## src/sv/q4brd_pkg.sv

```systemverilog
// Shared constants, types and helper functions for the Q4 block row dot unit.
// Depends on nothing; every other file of the unit imports it.
`default_nettype none

package q4brd_pkg;

   localparam int BLOCK_LEN  = 32;
   localparam int NUM_LANES  = 4;
   localparam int LANE_LEN   = BLOCK_LEN / NUM_LANES;
   localparam int NIB_W      = 4;
   localparam int ACT_W      = 8;
   localparam int NIB_BIAS   = 8;
   localparam int PART_W     = 15;   // signed sum of eight 4b x 8b products
   localparam int DOT_W      = 17;   // signed sum of four lane partials
   localparam int DMAG_W     = 16;   // magnitude of the block dot product
   localparam int SIG_W      = 24;   // fp32 significand with hidden bit
   localparam int HSIG_W     = 11;   // fp16 significand with hidden bit
   localparam int PMAG_W     = SIG_W + DMAG_W;
   localparam int WIN_W      = 80;   // alignment window of the adder
   localparam int MAG_W      = WIN_W + 1;
   localparam int EXP_W      = 12;
   localparam int SHIFT_MAX  = 127;

   localparam int F32_BIAS_LSB = 150;   // lsb exponent of a normal fp32 is field - 150
   localparam int F32_MIN_LSB  = -149;
   localparam int F16_BIAS_LSB = 25;

   localparam logic [31:0] CANON_NAN = 32'h7FC0_0000;
   localparam logic [30:0] F32_INF   = 31'h7F80_0000;
   localparam logic [7:0]  F32_EMAX  = 8'hFF;
   localparam logic [4:0]  F16_EMAX  = 5'h1F;

   typedef logic signed [EXP_W-1:0] exp_type;

   // one request to the normalise and round unit: value is mag * 2^lsb
   typedef struct packed {
      logic [MAG_W-1:0] mag;
      exp_type          lsb;
      logic             sign;
   } rnd_req_type;

   // count leading zeros of the adder result, MAG_W when all zero
   function automatic logic [6:0] lzc81(input logic [MAG_W-1:0] v);
      logic [6:0] n;
      n = 7'(MAG_W);
      for (int i = 0; i < MAG_W; i++) begin
         if (v[i]) n = 7'(MAG_W - 1 - i);
      end
      return n;
   endfunction

   // count leading zeros of a significand-sized word
   function automatic logic [4:0] lzc24(input logic [SIG_W-1:0] v);
      logic [4:0] n;
      n = 5'(SIG_W);
      for (int i = 0; i < SIG_W; i++) begin
         if (v[i]) n = 5'(SIG_W - 1 - i);
      end
      return n;
   endfunction

endpackage

`default_nettype wire

```

## src/sv/q4brd_lane.sv

```systemverilog
// One dot-product lane: eight 4-bit weights times eight int8 activations, summed and registered.
// Depends on q4brd_pkg.
`default_nettype none

module q4brd_lane (
   input  wire logic                                           clock,
   input  wire logic                                           load,
   input  wire logic [q4brd_pkg::NIB_W*q4brd_pkg::LANE_LEN-1:0] nibbles,
   input  wire logic [q4brd_pkg::ACT_W*q4brd_pkg::LANE_LEN-1:0] acts,
   output logic signed [q4brd_pkg::PART_W-1:0]                  partial
);
   import q4brd_pkg::*;

   logic signed [PART_W-1:0] partial_ff;
   logic signed [PART_W-1:0] partial_in;

   // remove the nibble offset, multiply and sum the eight elements
   always_comb begin
      logic signed [NIB_W:0]   w;
      logic signed [ACT_W-1:0] x;
      logic signed [12:0]      prod;
      partial_in = '0;
      for (int j = 0; j < LANE_LEN; j++) begin
         w    = $signed({1'b0, nibbles[NIB_W*j +: NIB_W]}) - signed'(5'(NIB_BIAS));
         x    = $signed(acts[ACT_W*j +: ACT_W]);
         prod = w * x;
         partial_in = partial_in + PART_W'(prod);
      end
   end

   // hold the lane sum for the merge step
   always_ff @(posedge clock) begin
      if (load) partial_ff <= partial_in;
   end

   assign partial = partial_ff;

endmodule

`default_nettype wire

```

## config.mk

```make
export PLATFORM = sky130hd
export DESIGN_NAME = q4brd_lane
export DESIGN_NICKNAME = d
export VERILOG_FILES = /design/src/sv/q4brd_pkg.sv /design/src/sv/q4brd_lane.sv
export SDC_FILE = /design/constraint.sdc
export NUM_CORES = 1
export LEC_CHECK = 0
export ABC_AREA = 1
export BUFFER_PORTS_ARGS = -buffer_cell sky130_fd_sc_hd__buf_2
export CORE_ASPECT_RATIO = 1.25
export CORE_MARGIN = 2
export CORE_UTILIZATION = 55
export DETAILED_ROUTE_END_ITERATION = 8
export MAX_ROUTING_LAYER = met4
export PLACE_DENSITY = 0.79
export SLEW_MARGIN = 20
export SYNTH_ARGS = -nofsm -noshare
export SYNTH_HDL_FRONTEND = slang
export SYNTH_SLANG_ARGS = --single-unit
export TNS_END_PERCENT = 5
```

## constraint.sdc

```tcl
create_clock -name clock -period 20.8 [get_ports clock]
set_input_delay 2.08 -clock clock [delete_from_list [all_inputs] [get_ports clock]]
set_output_delay 2.08 -clock clock [all_outputs]
set_load 0.1 [all_outputs]
```

# [Yosys cells after proc, flatten, opt, wreduce, memory -nomap -nowiden]
# Cells that the tools add are included.
[op_classes] mux=0 order_cmp=0 n_reduce_logical=0 mul=8 div_mod_pow=0 eq_ne=0 shift=0 addsub=15 n_bitwise=0
[ops] operator="$mul 5x8->13" count=8
[ops] operator="$add 15x13->15" count=5
[ops] operator="$sub 4x4->5 const B" count=8
[ops] operator="$add 14x13->15" count=1
[ops] operator="$add 13x13->14" count=1
[totals] inputBits=98 wordCells=24 out_inout_bits=15 latchBits=0 ram_bits=0 ff_bits=15 rom_bits=0 n_memories=0

# [Logic depth before layout (Yosys ltp)]
[depth] ltp_word=9 ltp_mapped=34 depth_no_buf=33

# [Worst setup path before layout]
# No wires, ideal clock.
[synth_timing] kind="input port to flip-flop" start="input port nibbles[3] in the netlist's numbering" end="register partial_ff[14] (netlist: partial[14]) (data pin)" cell_stages=23 path_buffers=1 path_slack_ns=12.397 required_time_ns=20.548 t_arrival_ns=8.151 setup_time_ns=0.252 path_cell_list="clkbuf_1 > or2_2 > fa_1 > fa_1 > inv_1 > fa_1 > inv_1 > fa_1 > inv_1 > fa_1 > fa_1 > fa_1 > fa_1 > fa_1 > ha_1 > a21oi_1 > o21ai_1 > nand2_1 > nand4_1 > a21oi_1 > inv_1 > nand2_1 > nand2_1"
[synth_via] elab_chain_cells=9
[synth_lines] item="start, declared" line_no="q4brd_lane.sv:8" text="input wire logic [q4brd_pkg::NIB_W*q4brd_pkg::LANE_LEN-1:0] nibbles,"
[synth_lines] item="$sub 4x4->5" line_no="q4brd_lane.sv:24" text="w = $signed({1'b0, nibbles[NIB_W*j +: NIB_W]}) - signed'(5'(NIB_BIAS));"
[synth_lines] item="$mul 5x8->13" line_no="q4brd_lane.sv:26" text="prod = w * x;"
[synth_lines] item="$add 13x13->14" line_no="q4brd_lane.sv:27" text="partial_in = partial_in + PART_W'(prod);"
[synth_lines] item="$add 14x13->15" line_no="q4brd_lane.sv:27"
[synth_lines] item="$add 15x13->15 (5 in series)" line_no="q4brd_lane.sv:27"
[synth_lines] item="via partial_in[14]" line_no="q4brd_lane.sv:15" text="logic signed [PART_W-1:0] partial_in;"
[synth_lines] item="end signal, assigned" line_no="q4brd_lane.sv:33" text="if (load) partial_ff <= partial_in;"
[synth_lines] item="end, declared" line_no="q4brd_lane.sv:14" text="logic signed [PART_W-1:0] partial_ff;"
# The timed path passes the listed nets, and every way through them passes these cells.
# A chain may end at the register's enable or synchronous reset.

# [Worst setup path after layout]
# Same ends and word-level chain as after synthesis.

==> metrics.txt <==
# clock sinks 15; type of the most critical hold path in -> reg; largest net degree at the start of global routing 17; RSZ-0062 raised after global routing false; number of enable flip-flop cells after synthesis 15; outcome completed; WL/cell 15.29 um; GRT overflow 0; vias post-DR 9860; WP data arrival 8.47 ns; Critical Path Sink Type flop; sequential element share of the synthesized area 0.03254; post-synth top area share 0.5712; Slowest-stage cell, CP fa_1; most frequent CP cell fa_1; main flop type after synthesis edfxtp_1; number of flip-flops under the largest register name 15; Synthesized Nets 2187; routability cong. 0.9205; Die X 145.9 um; Final ANT Viol Nets 0; hold wc startpoint load; H-tree depth 1; Starting Density 0.5632; layout cells sized above 1 0.08639; synthesis warning total 0; Worst-path clk slew 0.05 ns; crit-path max cell delay 0.57 ns; Max Slew Vio Count 0; Startpoint Class input pin; Core Area 0.02458 mm^2; Cell Area, Synth 0.01384 mm^2; Rel. slew slack 0.6781; hold_buf cts 0; Resize count post-CTS 0; global-route wire length before repair 52280 um; largest cells by area after synthesis fa_1 (57%), inv_1 (16%), nand2_1 (8.2%), ha_1 (8.0%), edfxtp_1 (3.3%); Setup Fix Bufs, Post-CTS 0; I/O Pins 113; row count 64; DIE AREA 0.02647 mm^2; clk buf depth 2; initial antenna violation count 1; slew at the pin with the worst max-slew slack 0.4862 ns; Die Y 181.4 um; Final Hold Viols 0; final WL 30940 um; Final Cell Area 0.01478 mm^2; CP max FO 12; Fin Setup TNS 0 ns; Synth async-reset ratio 0; fin crit share 0.4073; cell taking the most area after synthesis fa_1; Port Buffers 112; min Tclk post-route 8.472 ns; Avg Cell Area, Syn 8.621 um^2; Critical Path RT 20.80 ns; synthesized instance count 1606; Final #Nets 2272; area delta synth->final 6.787%; First-pass DRT Iterations 7; Vias per Instance 4.874; CTS tree yes; hpwl dp 28840 um; endpoints failing setup 0; Initial DRC Count 552; Post-route DRC 0; top cells by count, synth inv_1 (591), fa_1 (395), nand2_1 (303); Num CTS Buffers 3; register bit total from synthesis 15; Tot GR Track Use 0.2578; vias in the first global route 11257; Max Cap Viol 0; critical path type in -> reg; CP Launch Point nibbles[3]; root buf cell clkbuf_16; most common cell in the netlist inv_1; library cells used by synthesis 25; placed cell area 0.01469 mm^2; fillcell total 2155; FMAX 118.0 MHz
==> worst max-delay path, delay by kind of cell <==
kind	cells	cell delay, ns
buf+inv	8	0.73
fa+ha+maj	10	4.73
compound gates	3	0.52
simple gates	5	0.40
==> final cells by class <==
type / count / area [um^2] / area share
Multi-Input combinational cell: 963 / 11030 / 0.7463
Inverter: 596 / 2237 / 0.1513
Timing Repair Buffer: 112 / 560.5 / 0.03791
Sequential cell: 15 / 450.4 / 0.03047
Tap cell: 330 / 412.9 / 0.02793
Clock buffer: 3 / 75.07 / 0.005078
Clock inverter: 1 / 7.507 / 0.0005078
Antenna cell: 3 / 7.507 / 0.0005078
==> metal layers <==
layer,track usage,wire length (um)
met1,0.2916,10870
met2,0.4689,17120
met3,0.01307,1184
met4,0.1239,1772
met5,-,0
==> cells by family after synthesis <==
kind of cell / count (synthesis) / synth area share
AOI/OAI and AO/OA: 20 / 0.008404
adders and majority gates: 483 / 0.6507
and+or+nand+nor: 443 / 0.1271
xor gates and xnor gates: 17 / 0.01075
buffers and inverters: 628 / 0.1705
DFF: 15 / 0.03253
==> path summary, 6_finish.rpt <==
| kind | endpoint | slack [ns] | cells after the start |
|---|---|---|---|
| worst max-delay path | partial[14] | 12.33 | 26 |
| worst min-delay path | partial[2] | 2.24 | 1 |
==> placed cells by master, fill, tap and decap left out, drive strengths merged <==
master	n
ha	88
nand3	14
xnor2	7
nand3b	3
nand2	314
clkinv	1
diode	3
o21a	2
o21ai	4
buf	112
o211ai	1
inv	595
clkbuf	3
a21oi	11
xor2	10
edfxtp	15
fa	395
clkinvlp	1
nor2	97
a21o	2
nand4	2
or2	13
==> stage by stage <==
step                      setup slack [ns]  hold WS [ns]  instances  utilization
after detailed placement             12.05         2.495       2016       0.5977
after global placement               12.20         2.492       2016       0.5977
after CTS                            12.30         2.243       2020       0.6011
after global routing                 11.97         2.272       2021       0.6012
after floorplan                      12.40         2.193       1606            -
final                                12.33         2.242       2023       0.6014
Power is left out: the tool's default activity adds up to more than one toggle a clock period on the data nets, which glitch-free logic cannot reach.
