===== config.mk =====
export PLATFORM = sky130hd
export DESIGN_NAME = q4brd_round
export DESIGN_NICKNAME = d
export VERILOG_FILES = /design/src/sv/q4brd_pkg.sv /design/src/sv/q4brd_round.sv
export SDC_FILE = /design/constraint.sdc
export NUM_CORES = 1
export LEC_CHECK = 0
export BUFFER_PORTS_ARGS = -buffer_cell sky130_fd_sc_hd__clkbuf_2
export CAP_MARGIN = 10
export CORE_MARGIN = 2
export CORE_UTILIZATION = 43
export DETAILED_ROUTE_END_ITERATION = 6
export SLEW_MARGIN = 15
export SYNTH_ARGS = -nofsm -noshare
export SYNTH_HDL_FRONTEND = slang
export SYNTH_SLANG_ARGS = --single-unit

===== constraint.sdc =====
create_clock -name clock -period 23.7 [get_ports clock]
set_input_delay 4.74 -clock clock [delete_from_list [all_inputs] [get_ports clock]]
set_output_delay 4.74 -clock clock [all_outputs]
set_load 0.005 [all_outputs]

===== src/sv/q4brd_pkg.sv =====
// Shared constants, types and helper functions for the Q4 block row dot unit.
// Depends on nothing; every other file of the unit imports it.
`default_nettype none

package q4brd_pkg;

   localparam int BLOCK_LEN  = 32;
   localparam int NUM_LANES  = 4;
   localparam int LANE_LEN   = BLOCK_LEN / NUM_LANES;
   localparam int NIB_W      = 4;
   localparam int ACT_W      = 8;
   localparam int NIB_BIAS   = 8;
   localparam int PART_W     = 15;   // signed sum of eight 4b x 8b products
   localparam int DOT_W      = 17;   // signed sum of four lane partials
   localparam int DMAG_W     = 16;   // magnitude of the block dot product
   localparam int SIG_W      = 24;   // fp32 significand with hidden bit
   localparam int HSIG_W     = 11;   // fp16 significand with hidden bit
   localparam int PMAG_W     = SIG_W + DMAG_W;
   localparam int WIN_W      = 80;   // alignment window of the adder
   localparam int MAG_W      = WIN_W + 1;
   localparam int EXP_W      = 12;
   localparam int SHIFT_MAX  = 127;

   localparam int F32_BIAS_LSB = 150;   // lsb exponent of a normal fp32 is field - 150
   localparam int F32_MIN_LSB  = -149;
   localparam int F16_BIAS_LSB = 25;

   localparam logic [31:0] CANON_NAN = 32'h7FC0_0000;
   localparam logic [30:0] F32_INF   = 31'h7F80_0000;
   localparam logic [7:0]  F32_EMAX  = 8'hFF;
   localparam logic [4:0]  F16_EMAX  = 5'h1F;

   typedef logic signed [EXP_W-1:0] exp_type;

   // one request to the normalise and round unit: value is mag * 2^lsb
   typedef struct packed {
      logic [MAG_W-1:0] mag;
      exp_type          lsb;
      logic             sign;
   } rnd_req_type;

   // count leading zeros of the adder result, MAG_W when all zero
   function automatic logic [6:0] lzc81(input logic [MAG_W-1:0] v);
      logic [6:0] n;
      n = 7'(MAG_W);
      for (int i = 0; i < MAG_W; i++) begin
         if (v[i]) n = 7'(MAG_W - 1 - i);
      end
      return n;
   endfunction

   // count leading zeros of a significand-sized word
   function automatic logic [4:0] lzc24(input logic [SIG_W-1:0] v);
      logic [4:0] n;
      n = 5'(SIG_W);
      for (int i = 0; i < SIG_W; i++) begin
         if (v[i]) n = 5'(SIG_W - 1 - i);
      end
      return n;
   endfunction

endpackage

`default_nettype wire


===== src/sv/q4brd_round.sv =====
// Normalise and round unit: turns mag * 2^lsb into an fp32 pattern, nearest-even.
// Depends on q4brd_pkg.
`default_nettype none

module q4brd_round (
   input  wire logic                   clock,
   input  wire logic                   go,
   input  wire q4brd_pkg::rnd_req_type req,
   output logic [31:0]                 result
);
   import q4brd_pkg::*;

   localparam int Z_W = MAG_W + 25;

   logic [MAG_W-1:0] mag_ff;
   logic [6:0]       u_ff, u_in;
   logic [8:0]       tb_ff, tb_in;
   logic             sign_ff, zero_ff, zero_in;
   logic [31:0]      result_ff, result_in;

   // find the leading one and the lsb exponent of the rounded result
   always_comb begin
      logic [6:0] lz;
      exp_type    elead;
      exp_type    target;
      exp_type    ku;
      lz     = lzc81(req.mag);
      elead  = req.lsb + exp_type'(MAG_W - 1) - exp_type'({5'b0, lz});
      target = elead - exp_type'(SIG_W - 1);
      if (target < exp_type'(F32_MIN_LSB)) target = exp_type'(F32_MIN_LSB);
      ku     = target - req.lsb + exp_type'(SIG_W - 1);
      u_in   = (ku > exp_type'(SHIFT_MAX)) ? 7'(SHIFT_MAX) : ku[6:0];
      tb_in  = 9'(target - exp_type'(F32_MIN_LSB));
      zero_in = (req.mag == '0);
   end

   // shift to the target lsb, round to nearest-even and pack
   always_comb begin
      logic [Z_W-1:0]   z;
      logic [Z_W-1:0]   q;
      logic [Z_W-1:0]   mask;
      logic [SIG_W-1:0] sig;
      logic             guard, sticky, inc;
      logic [SIG_W:0]   sig_r;
      logic [32:0]      val;
      z      = {mag_ff, 25'b0};
      q      = z >> u_ff;
      mask   = ~({Z_W{1'b1}} << u_ff);
      sig    = q[SIG_W+1:2];
      guard  = q[1];
      sticky = q[0] | (|(z & mask));
      inc    = guard & (sticky | sig[0]);
      sig_r  = {1'b0, sig} + (SIG_W+1)'(inc);
      val    = {1'b0, tb_ff, 23'b0} + 33'(sig_r);
      if (zero_ff) begin
         result_in = {sign_ff, 31'b0};
      end else if (val >= {2'b0, F32_INF}) begin
         result_in = {sign_ff, F32_INF};
      end else begin
         result_in = {sign_ff, val[30:0]};
      end
   end

   always_ff @(posedge clock) begin
      if (go) begin
         mag_ff  <= req.mag;
         u_ff    <= u_in;
         tb_ff   <= tb_in;
         sign_ff <= req.sign;
         zero_ff <= zero_in;
      end
      result_ff <= result_in;
   end

   assign result = result_ff;

endmodule

`default_nettype wire


## Word-level counts from Yosys, hierarchy flattened

Index checks and enable logic that the tools add are counted.

- Output and inout port bits: 32
- Input bits: 96
- Logic and storage cells: 112
- Flip-flop bits (word level): 131

- Bitwise gates (word level): 5
- Reduce and logical (&&, ||, !) cells: 3
- Add/subtract/negate cells: 8
- Shifts and indexed selects: 2
- Multiplexer cells: 83
- $lt $le $gt $ge: 3

Operators by type and width:

| cell | count |
|---|---|
| two-way mux 7 bit | 80 |
| bitwise AND 106 bit | 1 |
| inverter 106 bit | 1 |
| OR reduction 106 bit | 1 |
| left shift 106 x 7 -> 106 bit (first input constant) | 1 |
| right shift 106 x 7 -> 26 bit | 1 |
| zero test 81 bit | 1 |
| adder 32 x 25 -> 33 bit | 1 |
| greater-or-equal comparator 33 x 31 -> 1 bit (second input constant) | 1 |
| two-way mux 31 bit | 1 |
| adder 24 x 1 -> 25 bit | 1 |
| adder 12 x 6 -> 12 bit (second input constant) | 1 |
| adder 12 x 8 -> 12 bit (second input constant) | 1 |
| greater-than comparator 12 x 8 -> 1 bit (second input constant) | 1 |
| less-than comparator 12 x 9 -> 1 bit (second input constant) | 1 |
| two-way mux 12 bit | 1 |
| subtractor 12 bit | 1 |
| subtractor 12 x 6 -> 12 bit (second input constant) | 1 |
| subtractor 12 x 8 -> 12 bit | 1 |
| subtractor 9 bit (second input constant) | 1 |
| OR 1 bit | 2 |
| OR reduction 2 bit | 1 |
| bitwise AND 1 bit | 1 |
| two-way mux 1 bit | 1 |

## Depth between registers and ports, before layout

- Depth in word-level cells: 88
- Mapped depth: 45
- Mapped depth without buffers: 43

## Least setup slack after synthesis

Ideal clock, no wire load.

- Kind: input to register
- From: input port req[19] (netlist name)
- To: register u_ff[0], data pin
- Stages on the path: 45
- Library setup time: 0.279 ns
- Buffers on the path: 2
- Required time: 23.421 ns
- Arrival: 12.780 ns
- Path slack: 10.640 ns
- Cells stage by stage: nor2_1 > o31ai_1 > a211oi_1 > o31ai_1 > a211oi_1 > o31ai_1 > a211oi_1 > o31ai_1 > a211o_1 > a31oi_1 > o31ai_1 > ha_1 > inv_1 > ha_1 > fa_1 > a21o_1 > a21oi_1 > o21bai_1 > [9 not listed] > clkbuf_1 > clkbuf_1 > or2_2 > ha_1 > ha_1 > inv_1 > fa_1 > nor2b_1 > o21ai_0 > a21boi_0 > o21ai_0 > a21boi_0 > o21ai_0 > a21boi_0 > o21ai_0 > and3_1 > o22ai_1 > o211ai_1

- Word-level cells in the longest chain between the ends: 82

RTL lines:

| item | line | source |
|---|---|---|
| from (decl) | q4brd_round.sv:8 | `input wire q4brd_pkg::rnd_req_type req,` |
| two-way mux 7 bit (*) (75 in a row) | q4brd_pkg.sv:47 | `if (v[i]) n = 7'(MAG_W - 1 - i);` |
| subtractor 12 x 8 -> 12 bit (*) | q4brd_round.sv:28 | `elead = req.lsb + exp_type'(MAG_W - 1) - exp_type'({5'b0, lz});` |
| subtractor 12 x 6 -> 12 bit (*) | q4brd_round.sv:29 | `target = elead - exp_type'(SIG_W - 1);` |
| less-than comparator 12 x 9 -> 1 bit | q4brd_round.sv:30 | `if (target < exp_type'(F32_MIN_LSB)) target = exp_type'(F32_MIN_LSB);` |
| two-way mux 12 bit (*) | q4brd_round.sv:30 |  |
| subtractor 12 bit (*) | q4brd_round.sv:31 | `ku = target - req.lsb + exp_type'(SIG_W - 1);` |
| adder 12 x 6 -> 12 bit (*) | q4brd_round.sv:31 |  |
| greater-than comparator 12 x 8 -> 1 bit | q4brd_round.sv:32 | `u_in = (ku > exp_type'(SHIFT_MAX)) ? 7'(SHIFT_MAX) : ku[6:0];` |
| to (signal assigned) | q4brd_round.sv:67 | `u_ff <= u_in;` |
| to (decl) | q4brd_round.sv:16 | `logic [6:0] u_ff, u_in;` |

Every way passes the cells marked *; elsewhere a longest branch is shown, timed or not.
A chain may end at the register's enable or synchronous reset.

## Final worst setup path

- From: input port req[19] (netlist name)
- To: register u_ff[3], data pin

The elaborated chain is that of the path after synthesis.

==> results.txt <==
The flow ran to the end, and the final reports show no timing, DRC or antenna violations. The cell with the most instances on the worst path is o21ai_0. The number of cells produced by synthesis came out at 1454. After the last flow step, the layout net total stands at 1665. The row count is 66. The worst-case clock buffer depth is 2. The total number of vias is 13170. The internal power consumption came out at 1009 uW. The hold buffer count at CTS came out at 0. In this run the count of I/O pins placed on the die edge is 128. The CTS tree is yes. Input and output buffers added on the ports amount to 127. The worst reg-to-reg path cell count came out at 15.

Total power for the finished layout comes to 1985 uW. The class of the most critical hold timing path is flip-flop to flip-flop. The count of flip-flops with a built-in enable after synthesis is 99. The endpoint required time on the critical path came out at 23.85 ns. STA classifies the critical path startpoint as an input port.

The global-route usage over all layers came out at 29.48%. The worst setup path is of the input port to flip-flop kind. Sorting the synthesized cells by area gives the leading types as edfxtp_1 21%, mux4_2 15%, mux2_2 6.3%. The setup slack of the worst register-to-register path is 18.12 ns.

The fill cell total of the finished layout came out at 3129. After floorplanning, the core was sized to cover 32540 sq um. The starting DRC count in detailed routing is 1586. After routing the design area is 15580 sq um. The most critical setup path has its startpoint at req[19]. The portion of total power attributed to combinational logic is 70.3%. The largest fanout on the critical path is 22. Adding up every negative setup slack in the final design gives 0 ns. The worst register-to-register path ends at result[2].

In this run the worst setup path terminates at u_ff[3]. The placed cell area came out at 15000 sq um. The ratio of final minimum period to clock period is 59.07%. The depth of the CTS H-tree is 4. Yosys mapped the design onto 98 distinct sky130hd cell types.

Before antenna repair, the detailed router went through 7 iterations. The die boundary height came out at 185.8 microns. The biggest area contributor in the post-synthesis netlist is edfxtp_1. The worst hold slack came out at 0.3415 ns.

The worst-case clock skew is 0.01879 ns. The routed wire length is 50.28 mm. Across the run, the number of max-cap violations was 0. In the final layout, the multi-input gates occupy 9773 sq um. The share of total power consumed by net switching is 49.19%.

The relative max-transition margin came out at 28.70%. The wire length per cell came out at 25.35 microns. The layout overhead on the synthesized area came out at 9.611%. Counting flops with an async set or reset pin after synthesis yields a share of 0%. 0 antenna diodes ended up in the layout.

The number of clock buffers inserted by TritonCTS came out at 17. The clock sink total came out at 131. The setup-violating endpoint count in the final report came out at 0. The reg-to-reg critical path startpoint is u_ff[2]. The final antenna-violating net count is 0. The worst setup path is captured at a flip-flop.

Among all flip-flop cells after synthesis, the most frequent one is edfxtp_1. The proportion of layout cells with a drive suffix above 1 came out at 25.83%. The clock latency of the later-clocked register in the worst-skew pair came out at 0.45 ns. Per report_power, the sequential group accounts for 16.7% of the total. The post-cts gate resize count is 0. For this run, the slowest stage of the critical path takes 0.55 ns. For this run, design rule violations remaining after detail routing come to 0. Timing would allow up to 0.07143 GHz. The area of the mapped netlist came out at 14220 sq um. The per-instance average area after synthesis is 9.777 sq um.

The global-route wire length before repair is 75.95 mm. The cell sitting at the root of the clock tree is a clkbuf_16. The clock network accounts for 13.0% of the total power. The final count of hold timing violations came out at 0. The worst-margin pin slew came out at 1.061 ns. The maximum number of pins on one net before global-route repair came out at 143. The most instantiated library cell after synthesis is nor2_1. The slowest stage of the critical path is the ha_1 cell.

Of the synthesized area, sequential elements account for 25.42%. The die area is 34530 sq um. The data arrival time of the worst path came out at 14.15 ns. The number of max-slew violations in the final report was 0.

At the end of routability-driven placement, the weighted congestion stood at 1.028. The clock period could shrink to 14.00 ns. The proportion of netlist area held by the largest area contributor came out at 20.91%. The number of global-route vias before repair came out at 12380. The number of setup buffers added after CTS is 0. The post-detailed-route via-to-cell ratio is 6.640.

The area taken by flip-flops and latches is 3613 sq um. Once detailed placement completed, the half-perimeter wirelength came to 38.32 mm. The effective utilization at floorplan is 43.69%. Measured along the x axis, the die boundary spans 185.8 microns. IR analysis of the VDD net gives a maximum drop of 72.42 uV. The register clock-pin slew on the reported worst setup and hold paths is 0.06 ns. The count of yosys warnings during synthesis came out at 0. Power spread over the standard cell area amounts to 127.4 nW/um^2. Global routing finished with a remaining overflow of 0. After synthesis, the most frequently instantiated cells are 135 x nor2_1, 105 x nand2_1, 99 x edfxtp_1, 97 x mux4_2, 86 x a21oi_1. The number of nets produced by synthesis is 1591.

The reported leakage power came out at 0.005796 uW. Setup repair after global routing left no endpoint under its margin. The number of antenna violations at the first check in global routing is 0. The count of state elements after synthesis came out at 131. The switching component of the power came out at 976.7 uW.
## cell type report
type	count	area share, %
Inverter	64	1.542
Timing Repair Buffer	150	5.283
Clock inverter	11	0.8270
Clock buffer	21	2.891
Multi-Input combinational cell	1164	62.72
Tap cell	442	3.549
Sequential cell	131	23.19
## power by group through the flow
stage | sequential (uW) | combinational [uW] | clock [uW]
6_report | 331 | 1400 | 259
4_1_cts | 329 | 1360 | 264
3_3_place_gp | 334 | 1360 | 0
2_1_floorplan | 320 | 1010 | 0
3_5_place_dp | 334 | 1360 | 0
5_1_grt | 335 | 1480 | 274
## placed cells by master, fill, tap and decap left out, drive strengths merged, types with 12 or more instances in the layout
master,n
edfxtp,99
mux4,105
dfxtp,32
xor2,14
a21oi,88
ha,39
buf,24
nand3,29
o22ai,18
mux2i,68
inv,66
o21ai,66
a221oi,14
nor2b,20
a31oi,15
nand2,105
nor4,24
nor3,52
nand2b,18
o211ai,20
nor2,135
mux2,81
clkbuf,147
and3,12
xnor2,35
a211oi,12
## how the worst min path moves through the flow
stage,start,end,depth (start not counted)
final,sign_ff,result[31],0
after global routing,sign_ff,result[31],0
after CTS,sign_ff,result[31],0
after detailed placement,sign_ff,result[31],0
after global placement,sign_ff,result[31],0
after floorplan,sign_ff,result[31],0
## sequential cells by signal, summed over array words and instances, names as in the netlist
name     count
result      32
sign_ff      1
u_ff         7
zero_ff      1
tb_ff        9
mag_ff      81
## critical path, delay by kind of cell
kind | cells | cell delay, ns
AO/OA/AOI/OAI | 26 | 5.15
adder cells (fa/ha/maj) | 7 | 2.39
AND/OR/NAND/NOR | 7 | 1.56
buffers and inverters | 3 | 0.21
XOR/XNOR | 1 | 0.10
## cells by family (layout without fill, tap and decap cells)
group	after synthesis	after routing	synth area share (%)
xor+xnor	49	49	3.019
mux	254	254	28.05
flops	131	131	25.42
buf+inv	159	246	5.835
compound gates	360	360	17.27
fa+ha+maj	44	44	3.925
simple gates	457	457	16.48
## metal layers
layer  share of wire (%)  routed length (microns)  track usage, %  vias up
met4                 4.8                     2410           14.80        0
met3                 9.4                     4702           6.163      147
met5                   0                        0               0        -
met1                  43                    21470           41.53     6424
met2                  43                    21700           42.69      755
li1                    -                        -               -     5842
## per-stage QoR
step	util, %	instances	setup slack, ns
global placement	46.11	1951	9.548
CTS	47.89	1983	9.737
finish	47.89	1983	9.701
detailed placement	46.11	1951	9.334
floorplan	-	1454	10.64
global route	47.89	1983	8.879
(Power assumes the default switching activity.)
